[config.mk]
export PLATFORM = sky130hd
export DESIGN_NAME = gbs_ram
export DESIGN_NICKNAME = d
export VERILOG_FILES = /design/src/hdl/gbs_ram.sv
export SDC_FILE = /design/constraint.sdc
export NUM_CORES = 2
export LEC_CHECK = 0
export ABC_AREA = 1
export BUFFER_PORTS_ARGS = -buffer_cell sky130_fd_sc_hd__buf_2
export CELL_PAD_IN_SITES_DETAIL_PLACEMENT = 0
export CELL_PAD_IN_SITES_GLOBAL_PLACEMENT = 1
export CORE_MARGIN = 4
export CORE_UTILIZATION = 25
export DETAILED_ROUTE_END_ITERATION = 12
export PLACE_DENSITY_LB_ADDON = 0.1
export SYNTH_ARGS = -nofsm -noshare
export SYNTH_HDL_FRONTEND = slang
export SYNTH_SLANG_ARGS = --single-unit
export TNS_END_PERCENT = 50
[constraint.sdc]
create_clock -name aclk -period 8 [get_ports aclk]
set_clock_uncertainty 0.15 [all_clocks]
set_input_delay 0.8 -clock aclk [delete_from_list [all_inputs] [get_ports aclk]]
set_output_delay 0.8 -clock aclk [all_outputs]
set_load 0.02 [all_outputs]
[src/hdl/gbs_ram.sv]
// ----------------------------------------------------------------------------
// gbs_ram
// Simple dual-port RAM, one write port, one registered read port.
// ----------------------------------------------------------------------------
`default_nettype none

module gbs_ram #(
    parameter int WIDTH = 64,
    parameter int DEPTH = 64
) (
    input  wire logic                     aclk,
    input  wire logic                     we,
    input  wire logic [$clog2(DEPTH)-1:0] waddr,
    input  wire logic [WIDTH-1:0]         wdata,
    input  wire logic [$clog2(DEPTH)-1:0] raddr,
    output logic      [WIDTH-1:0]         rdata
);

    logic [WIDTH-1:0] mem [DEPTH];

    always_ff @(posedge aclk) begin
        if (we) begin
            mem[waddr] <= wdata;
        end
        rdata <= mem[raddr];
    end

endmodule

`default_nettype wire

==> flow_metrics.tcl <==
set metrics [dict create \
    status "complete, no violations" \
    synth_fp_nets 13500 \
    synthFlopType "edfxtp_1" \
    synth_edf_count 4096 \
    p_leak_nw 65.4 \
    cts_setup_buffers 0 \
    clkPwrFrac_pct 44.6 \
    vias 110000 \
    arrival_ns 4.57 \
    cts_resized 0 \
    dp_cells 21700 \
    grtUsageTotal_pct 19.9 \
    synth-seq-cells 4160 \
    synth_top_area_cell "edfxtp_1" \
    avgSynthCellArea_sq_um 12.3 \
    clockBufferDepth 4 \
    syn_inst 13400 \
    startpoint_type "primary input" \
    hold_viol_final 0 \
    wire_per_inst_um 30.8 \
    cts_tree "yes" \
    cp_max_fo 94 \
    place_hpwl_mm 341 \
    final_nets 13500 \
    die_area_sq_um 674000 \
    htreeDepth 5 \
    finalSetupViolations 0 \
    yosysTopAreaCellShare_pct 74.4 \
    grt_pass1_wl_mm 946 \
    relSlewSlack_pct 11.7 \
    postLayoutCoreUtil_pct 29.1 \
    die_y_um 821 \
    power_density_nw_per_um2 257 \
    antenna_left 0 \
    crit_required_ns 8.75 \
    portBuffers 141 \
    grt_start_max_net_pins 167 \
    ys_seq_area_share_pct 75.2 \
    grt-ovfl-total 0 \
    layout-drive-gt1-share_pct 8.55 \
    drt-pass1-iter-count 7 \
    initial_core_util_pct 25.1 \
    coreArea_sq_um 659000 \
    drv_cap 0 \
    synthArstFlopShare_pct 0 \
    rsz0062_at_grt "false" \
    p_sw_w 0.0118 \
    clk_pin_slew_ns 0.06 \
    syn_to_final_growth_pct 15.8 \
    gp_congestion 0.735 \
    grt_pass1_vias 107000 \
    synth_area_leaders "edfxtp_1 74%, nand3_1 12%, nand2_1 10%, buf_2 1.5%, dfxtp_1 0.78%" \
    end_kind "flip-flop" \
    critical_path_class "in2reg" \
    worst_slew_pin_slew_ns 1.32 \
    drt-total-wl_mm 695 \
    p_sw_share_pct 23.9 \
    slew_violations 0 \
    synthDistinctLibCells 16 \
    clock_latency_ns 1.05 \
    fp-row-count 298 \
    fmax_mhz 262 \
    period_share_pct 47.7 \
    syn-cell-area_sq_um 165000 \
    drt-initial-drc-count 10200 \
    io_pins 142 \
    yosys_warnings 0 \
    ir_worst_vdd_uv 223 \
    hold_class "in2reg" \
    synth_most_common_cell "nand2_1" \
    ctsHoldBuffers 0 \
    ys_top_cells_by_count "4,416 x nand2_1, 4,096 x edfxtp_1, 3,847 x nand3_1, 501 x buf_2, 147 x clkbuf_1" \
    final_cells 22600 \
    combPwrFrac_pct 6.0 \
    die-width_um 821 \
    period_needed_ns 3.82 \
    pwr-share-seq_pct 49.4 \
    antenna_found_initial 68 \
    intPower_w 0.0374 \
    cts_buffers 480 \
    avgViaCountPerCell 4.86 \
    drc 0 \
    cts.sinks 4160 \
    root_buffer "clkbuf_16" \
]
[kinds of logic (layout without fill, tap and decap cells)]
kind of cell / count (synthesis) / after routing / share of synthesized area [%]
buffers and inverters: 909 / 1357 / 2.95
DFF: 4160 / 4160 / 75.2
and+or+nand+nor: 8336 / 8336 / 21.9
other: 0 / 24 / 0
[routing by layer]
layer	share of wire, %	wire length, um	track usage (%)	vias to the layer above
li1	-	-	-	48100
met1	46	321000	28.2	57700
met2	47	328000	32.9	3066
met3	4.6	31900	2.32	786
met4	2.1	14700	3.93	14
met5	0.014	95	0	-
[power groups by stage]
stage               logic, W  registers, W  clock network (W)
floorplan            0.00149        0.0247                  0
global route         0.00322        0.0242             0.0234
detailed placement   0.00302        0.0247                  0
global placement     0.00302        0.0247                  0
CTS                  0.00303        0.0243             0.0225
finish               0.00295        0.0242             0.0219
[layout make-up]
| cell class | count | area [sq um] |
|---|---|---|
| fillers | 66500 | 467000 |
| flip-flops and latches | 4160 | 124000 |
| diodes | 24 | 60.1 |
| well taps | 8700 | 10900 |
| clock buffers | 627 | 12900 |
| repair buffers | 448 | 4010 |
| multi-input cells | 8336 | 36600 |
| inverters | 12 | 105 |
| clock inverters | 270 | 2640 |
[cells in the final DEF (no fill, tap or decap), types with 24 or more instances in the layout]
cell type,instances
clkinv_1,108
clkinv_2,74
dfxtp_1,64
buf_12,72
nand2_1,4416
buf_4,245
buf_2,125
edfxtp_1,4096
clkbuf_16,484
bufinv_16,40
nor2_4,56
nand3_1,3847
clkbuf_1,122
diode_2,24
[state kept, by name, summed over array words and instances, names as in the netlist]
name,cells
mem,4096
rdata,64
[final timing paths]
check        depth (start not counted)        end  slack [ns]         from
max                                 11   rdata[2]        4.18     raddr[1]
min                                  3  rdata[48]        0.13     raddr[5]
max reg2reg                          8  rdata[60]        5.70   mem[1][60]
min reg2reg                          8  rdata[15]        0.66  mem[30][15]
[critical path, cell delays in order]
cell,delay [ns]
buf_8,0.21
inv_16,0.47
buf_12,0.55
buf_4,0.86
nand3_1,0.34
nand3_1,0.15
nand3_1,0.10
nand3_1,0.11
nand2_1,0.17
nand2_1,0.19
nand2_1,0.11
[through the flow]
| step | hold slack (ns) | total power (W) | instance area, sq um | setup TNS, ns | worst slack [ns] |
|---|---|---|---|---|---|
| 2_1_floorplan | 0.571 | 0.0262 | 165000 | -118.69 | -0.232 |
| 3_3_place_gp | 0.675 | 0.0277 | 176000 | 0 | 3.09 |
| 3_5_place_dp | 0.644 | 0.0277 | 176000 | 0 | 3.12 |
| 4_1_cts | 0.0514 | 0.0498 | 191000 | 0 | 4.27 |
| 5_1_grt | 0.0766 | 0.0509 | 191000 | 0 | 4.17 |
| 6_report | 0.134 | 0.0491 | 191000 | 0 | 4.18 |
(Power assumes the default switching activity.)
