[src/hdl/gbs_pkg.sv]
// ----------------------------------------------------------------------------
// gbs_pkg
// Shared types and constants for the greedy box suppression core.
// ----------------------------------------------------------------------------
`default_nettype none

package gbs_pkg;

    localparam int BOX_W   = 64;
    localparam int SCORE_W = 16;
    localparam int THR_W   = 16;
    localparam int IDX_W   = 6;
    localparam int CFG_IDX_W = 2;

    localparam logic [CFG_IDX_W-1:0] CFG_SCORE_THR   = 2'd0;
    localparam logic [CFG_IDX_W-1:0] CFG_OVERLAP_THR = 2'd1;

    localparam logic [THR_W-1:0] SCORE_THR_RESET   = 16'd16384;
    localparam logic [THR_W-1:0] OVERLAP_THR_RESET = 16'd29491;

    typedef enum logic [3:0] {
        S_LOAD,
        S_SORT_I,
        S_SORT_IW,
        S_SORT_CHK,
        S_SORT_OW,
        S_SORT_SW,
        S_SORT_PUT,
        S_SUP_P,
        S_SUP_PW,
        S_SUP_CUR,
        S_SUP_Q,
        S_SUP_QW,
        S_SUP_QB,
        S_SUP_WAIT,
        S_FLUSH
    } gbs_state_t;

    typedef struct packed {
        logic done;
        logic suppress;
        logic busy;
    } ov_status_t;

endpackage

`default_nettype wire

[src/hdl/gbs_overlap.sv]
// ----------------------------------------------------------------------------
// gbs_overlap
// Multi-cycle overlap test: flags box b when inter/union exceeds threshold.
// ----------------------------------------------------------------------------
`default_nettype none

module gbs_overlap (
    input  wire logic                        aclk,
    input  wire logic                        aresetn,
    input  wire logic                        start,
    input  wire logic [gbs_pkg::BOX_W-1:0]   box_a,
    input  wire logic [gbs_pkg::BOX_W-1:0]   box_b,
    input  wire logic [gbs_pkg::THR_W-1:0]   overlap_thr,
    output gbs_pkg::ov_status_t              status
);
    import gbs_pkg::*;

    logic [2:0]  step_reg;
    logic        busy_reg;
    logic        done_reg;
    logic [BOX_W-1:0] a_reg, b_reg;
    logic [14:0] iw_reg, ih_reg;
    logic [29:0] inter_reg, area_a_reg, area_b_reg;
    logic [30:0] uni_reg;
    logic [46:0] prod_reg;

    logic signed [16:0] al, at, bl, bt, ar, ab, br, bb;
    logic signed [16:0] x1, y1, x2, y2;
    logic signed [17:0] dx, dy;

    always_comb begin
        al = 17'(signed'(a_reg[15:0]));
        at = 17'(signed'(a_reg[31:16]));
        bl = 17'(signed'(b_reg[15:0]));
        bt = 17'(signed'(b_reg[31:16]));
        ar = al + signed'({2'b00, a_reg[46:32]});
        ab = at + signed'({2'b00, a_reg[61:47]});
        br = bl + signed'({2'b00, b_reg[46:32]});
        bb = bt + signed'({2'b00, b_reg[61:47]});
        x1 = (al > bl) ? al : bl;
        y1 = (at > bt) ? at : bt;
        x2 = (ar < br) ? ar : br;
        y2 = (ab < bb) ? ab : bb;
        dx = 18'(x2) - 18'(x1);
        dy = 18'(y2) - 18'(y1);
    end

    always_ff @(posedge aclk) begin
        if (!aresetn) begin
            step_reg <= '0;
            busy_reg <= 1'b0;
            done_reg <= 1'b0;
        end else begin
            done_reg <= 1'b0;
            if (start && !busy_reg) begin
                busy_reg <= 1'b1;
                step_reg <= 3'd0;
            end else if (busy_reg) begin
                step_reg <= step_reg + 3'd1;
                if (step_reg == 3'd5) begin
                    busy_reg <= 1'b0;
                    done_reg <= 1'b1;
                end
            end
        end
    end

    always_ff @(posedge aclk) begin
        if (start && !busy_reg) begin
            a_reg <= box_a;
            b_reg <= box_b;
        end
        if (busy_reg) begin
            case (step_reg)
                3'd0: begin
                    iw_reg <= (dx > 18'sd0) ? dx[14:0] : 15'd0;
                    ih_reg <= (dy > 18'sd0) ? dy[14:0] : 15'd0;
                end
                3'd1: inter_reg  <= iw_reg * ih_reg;
                3'd2: area_a_reg <= a_reg[46:32] * a_reg[61:47];
                3'd3: area_b_reg <= b_reg[46:32] * b_reg[61:47];
                3'd4: uni_reg <= 31'(area_a_reg) + 31'(area_b_reg) - 31'(inter_reg);
                3'd5: begin
                    prod_reg <= overlap_thr * uni_reg;
                end
                default: ;
            endcase
        end
    end

    // final compare on the cycle done is raised
    always_comb begin
        status.busy     = busy_reg;
        status.done     = done_reg;
        status.suppress = (uni_reg != 31'd0) && ({1'b0, inter_reg, 16'd0} > prod_reg);
    end

endmodule

`default_nettype wire

[config.mk]
export PLATFORM = sky130hd
export DESIGN_NAME = gbs_overlap
export DESIGN_NICKNAME = d
export VERILOG_FILES = /design/src/hdl/gbs_pkg.sv /design/src/hdl/gbs_overlap.sv
export SDC_FILE = /design/constraint.sdc
export NUM_CORES = 2
export LEC_CHECK = 0
export BUFFER_PORTS_ARGS = -buffer_cell sky130_fd_sc_hd__buf_2
export CORE_MARGIN = 1.5
export CORE_UTILIZATION = 60
export DETAILED_ROUTE_END_ITERATION = 8
export GPL_ROUTABILITY_DRIVEN = 0
export PLACE_DENSITY = 0.77
export SETUP_SLACK_MARGIN = 0.05
export SLEW_MARGIN = 0
export SYNTH_ARGS = -nofsm -noshare
export SYNTH_HDL_FRONTEND = slang
export SYNTH_SLANG_ARGS = --single-unit
export TNS_END_PERCENT = 1
[constraint.sdc]
create_clock -name aclk -period 11.2 [get_ports aclk]
set_input_delay 3.36 -clock aclk [delete_from_list [all_inputs] [get_ports aclk]]
set_output_delay 3.36 -clock aclk [all_outputs]
set_load 0.01 [all_outputs]
==> flow_metrics.tcl <==
set metrics [dict create \
    dp_hpwl_um 108000 \
    use_met3 0.0428 \
    max_stage_delay_ns 0.66 \
    h-tree-depth 2 \
    finalWirelength_um 134000 \
    critPathKind "in2reg" \
    io_buffers 145 \
    clkLatencyLatePin_ns 0.58 \
    synth_edf_count 322 \
    grt.total_usage 0.294 \
    reg2reg_slack_ns 2.04 \
    drt_iter0_drc 2460 \
    setup_tns_ns 0 \
    yosysWarnings 0 \
    synth_area_leaders "fa_1, edfxtp_1, ha_1" \
    maxSlewViolCount 0 \
    min_to "uni_reg[0]$_DFFE_PP_" \
    start_util 0.606 \
    avgSynthCellArea_um2 9.62 \
    numCtsBuffers 37 \
    rows 112 \
    clkTransAtPathRegs_ns 0.06 \
    die_w_um 310 \
    grt_max_degree 82 \
    hold_viol 0 \
    critPathMaxFanout 31 \
    critical_path_arrival_ns 10.11 \
    cp.required_ns 11.51 \
    syn_to_final_growth_pct 5.16 \
    cts_sinks 327 \
    vias_per_cell 5.71 \
    cts-root-buf "clkbuf_16" \
    synthesis.area_mm2 0.0565 \
    hp-start "area_a_reg[0]$_DFFE_PP_" \
    ctsHoldBuffers 0 \
    die-height_um 310 \
    seq_area_frac_synth 0.173 \
    antenna_found_initial 2 \
    dr.pass1.iters 5 \
    max_freq_mhz 102 \
    core_mm2 0.0933 \
    cp_common_cell "fa_1" \
    vias 40888 \
    rsz0062_at_grt "no" \
    cp-start-kind "input pin" \
    use_met2 0.501 \
    wl_per_cell_um 18.7 \
    slowest_stage "a211oi_1" \
    tightestPinTransition_ns 1.09 \
    cts_setup_buffers 0 \
    globalRouteOverflowTotal 0 \
    cts_tree "done" \
    worstRegToRegCells 30 \
    drv_cap 0 \
    cpLargestDelayFamily "adder cells" \
    use_met1 0.370 \
    cts.path.max_buffers 3 \
    synthArstFlopShare 0 \
    worstSetupEndpointType "flop" \
    cp_cell_sequence "buf_2 > nand2_1 > fa_1 > inv_1 > fa_1 > inv_1 > fa_1 > inv_1 > fa_1 > inv_1 > fa_1 > inv_1 > fa_1 > ha_1 > nand2_1 > o21ai_0 > a31oi_1 > a211oi_1 > o21a_1 > a41o_1 > a21oi_1 > o21ai_0 > xnor2_1" \
    layout-drive-gt1-share 0.0459 \
    grt.busiest_layer "met2" \
    ios 150 \
    cts_resized 0 \
    synthFlopType "edfxtp_1" \
    synth_top_cell_by_area "fa_1" \
    grt_first_pass_wirelength_um 223000 \
    synth.top_cell.area_share 0.333 \
    fin_crit_ns 9.80 \
    synth_seq_cells 327 \
    antenna_left 0 \
    timing.rr.start "a_reg[32]$_DFFE_PP_" \
    synth_commonest_cells "inv_1, fa_1, nand2_1" \
    synth_most_common_cell "inv_1" \
    drc 0 \
    slew_headroom 0.272 \
    synth.distinct_cells 79 \
    fin_crit_sh 0.875 \
    hold_depth 1 \
    setup_violations 0 \
    hp-class "reg2reg" \
    syn-num-nets 7588 \
    fin_nets 7599 \
    critPathBufInv 6 \
    worst_clock_skew_ns 0.0366 \
    grt_pass1_vias 43948 \
    status "completed" \
    r2r-end "iw_reg[14]$_SDFFCE_PP0P_" \
    die_area_mm2 0.0961 \
    netlist_instances 5877 \
]
==> layout make-up <==
type,count,area [um2]
diodes,2,5.00
well taps,1254,1570
flip-flops and latches,327,9770
inverters,1128,4230
clock inverters,17,188
multi-input cells,4216,41700
repair buffers,178,973
fillers,7571,33900
clock buffers,43,970
==> metrics by stage <==
stage	cells	utilization	worst slack (ns)	hold WS, ns	area, um2
after global placement	7103	0.625	0.959	0.538	58300
after floorplan	5877	-	1.84	0.526	56500
after detailed placement	7103	0.625	0.873	0.600	58300
after CTS	7163	0.637	1.45	0.612	59400
final	7165	0.637	1.40	0.602	59400
after global routing	7164	0.637	1.17	0.631	59400
==> cell usage in the layout, fill, tap and decap left out, types with 43 or more instances in the layout <==
| cell type | netlist | routed |
|---|---|---|
| xnor2_1 | 148 | 148 |
| nor3_1 | 46 | 46 |
| edfxtp_1 | 322 | 322 |
| o21a_1 | 44 | 44 |
| nand3_1 | 43 | 43 |
| xor2_1 | 68 | 68 |
| o21ai_0 | 111 | 111 |
| and2_1 | 430 | 430 |
| mux2i_1 | 48 | 48 |
| ha_1 | 623 | 623 |
| a21o_1 | 115 | 115 |
| inv_1 | 1128 | 1128 |
| a21oi_1 | 194 | 194 |
| nand2_1 | 870 | 870 |
| nor2_1 | 128 | 128 |
| buf_2 | 2 | 145 |
| fa_1 | 941 | 941 |
==> metal layers <==
layer  vias to the layer above  routed length, um
li1                      18588                  -
met2                      1577              64700
met5                         -                  0
met3                       356               9600
met1                     20367              53300
met4                         0               6750
==> cell families after synthesis <==
logic type	count (synthesis)	share of synthesized area
AOI/OAI and AO/OA	671	0.0787
xor gates and xnor gates	216	0.0335
adders and majority gates	1564	0.471
buffers and inverters	1334	0.0890
DFF	327	0.173
muxes	68	0.0126
and+or+nand+nor	1697	0.142
==> worst register-to-register path: cells and delay by family (launching register included) <==
family / cells / cell delay (ns)
AOI/OAI and AO/OA: 16 / 4.54
xor gates and xnor gates: 1 / 0.22
adders and majority gates: 4 / 1.25
buffers and inverters: 2 / 0.30
DFF: 1 / 0.88
muxes: 1 / 0.29
and+or+nand+nor: 6 / 1.40
==> worst max path at each step <==
stage,from,endpoint,slack [ns],depth (start not counted)
finish,overlap_thr[1],prod_reg[46]$_DFFE_PP_,1.40,23
CTS,overlap_thr[1],prod_reg[46]$_DFFE_PP_,1.45,23
floorplan,start,a_reg[0]$_DFFE_PP_,1.84,1
global placement,overlap_thr[1],prod_reg[46]$_DFFE_PP_,0.96,23
global route,overlap_thr[1],prod_reg[46]$_DFFE_PP_,1.17,23
detailed placement,overlap_thr[1],prod_reg[46]$_DFFE_PP_,0.87,23
Power is not shown: default switching activity piles up to over one toggle a cycle in this logic, so the estimate is an artifact.
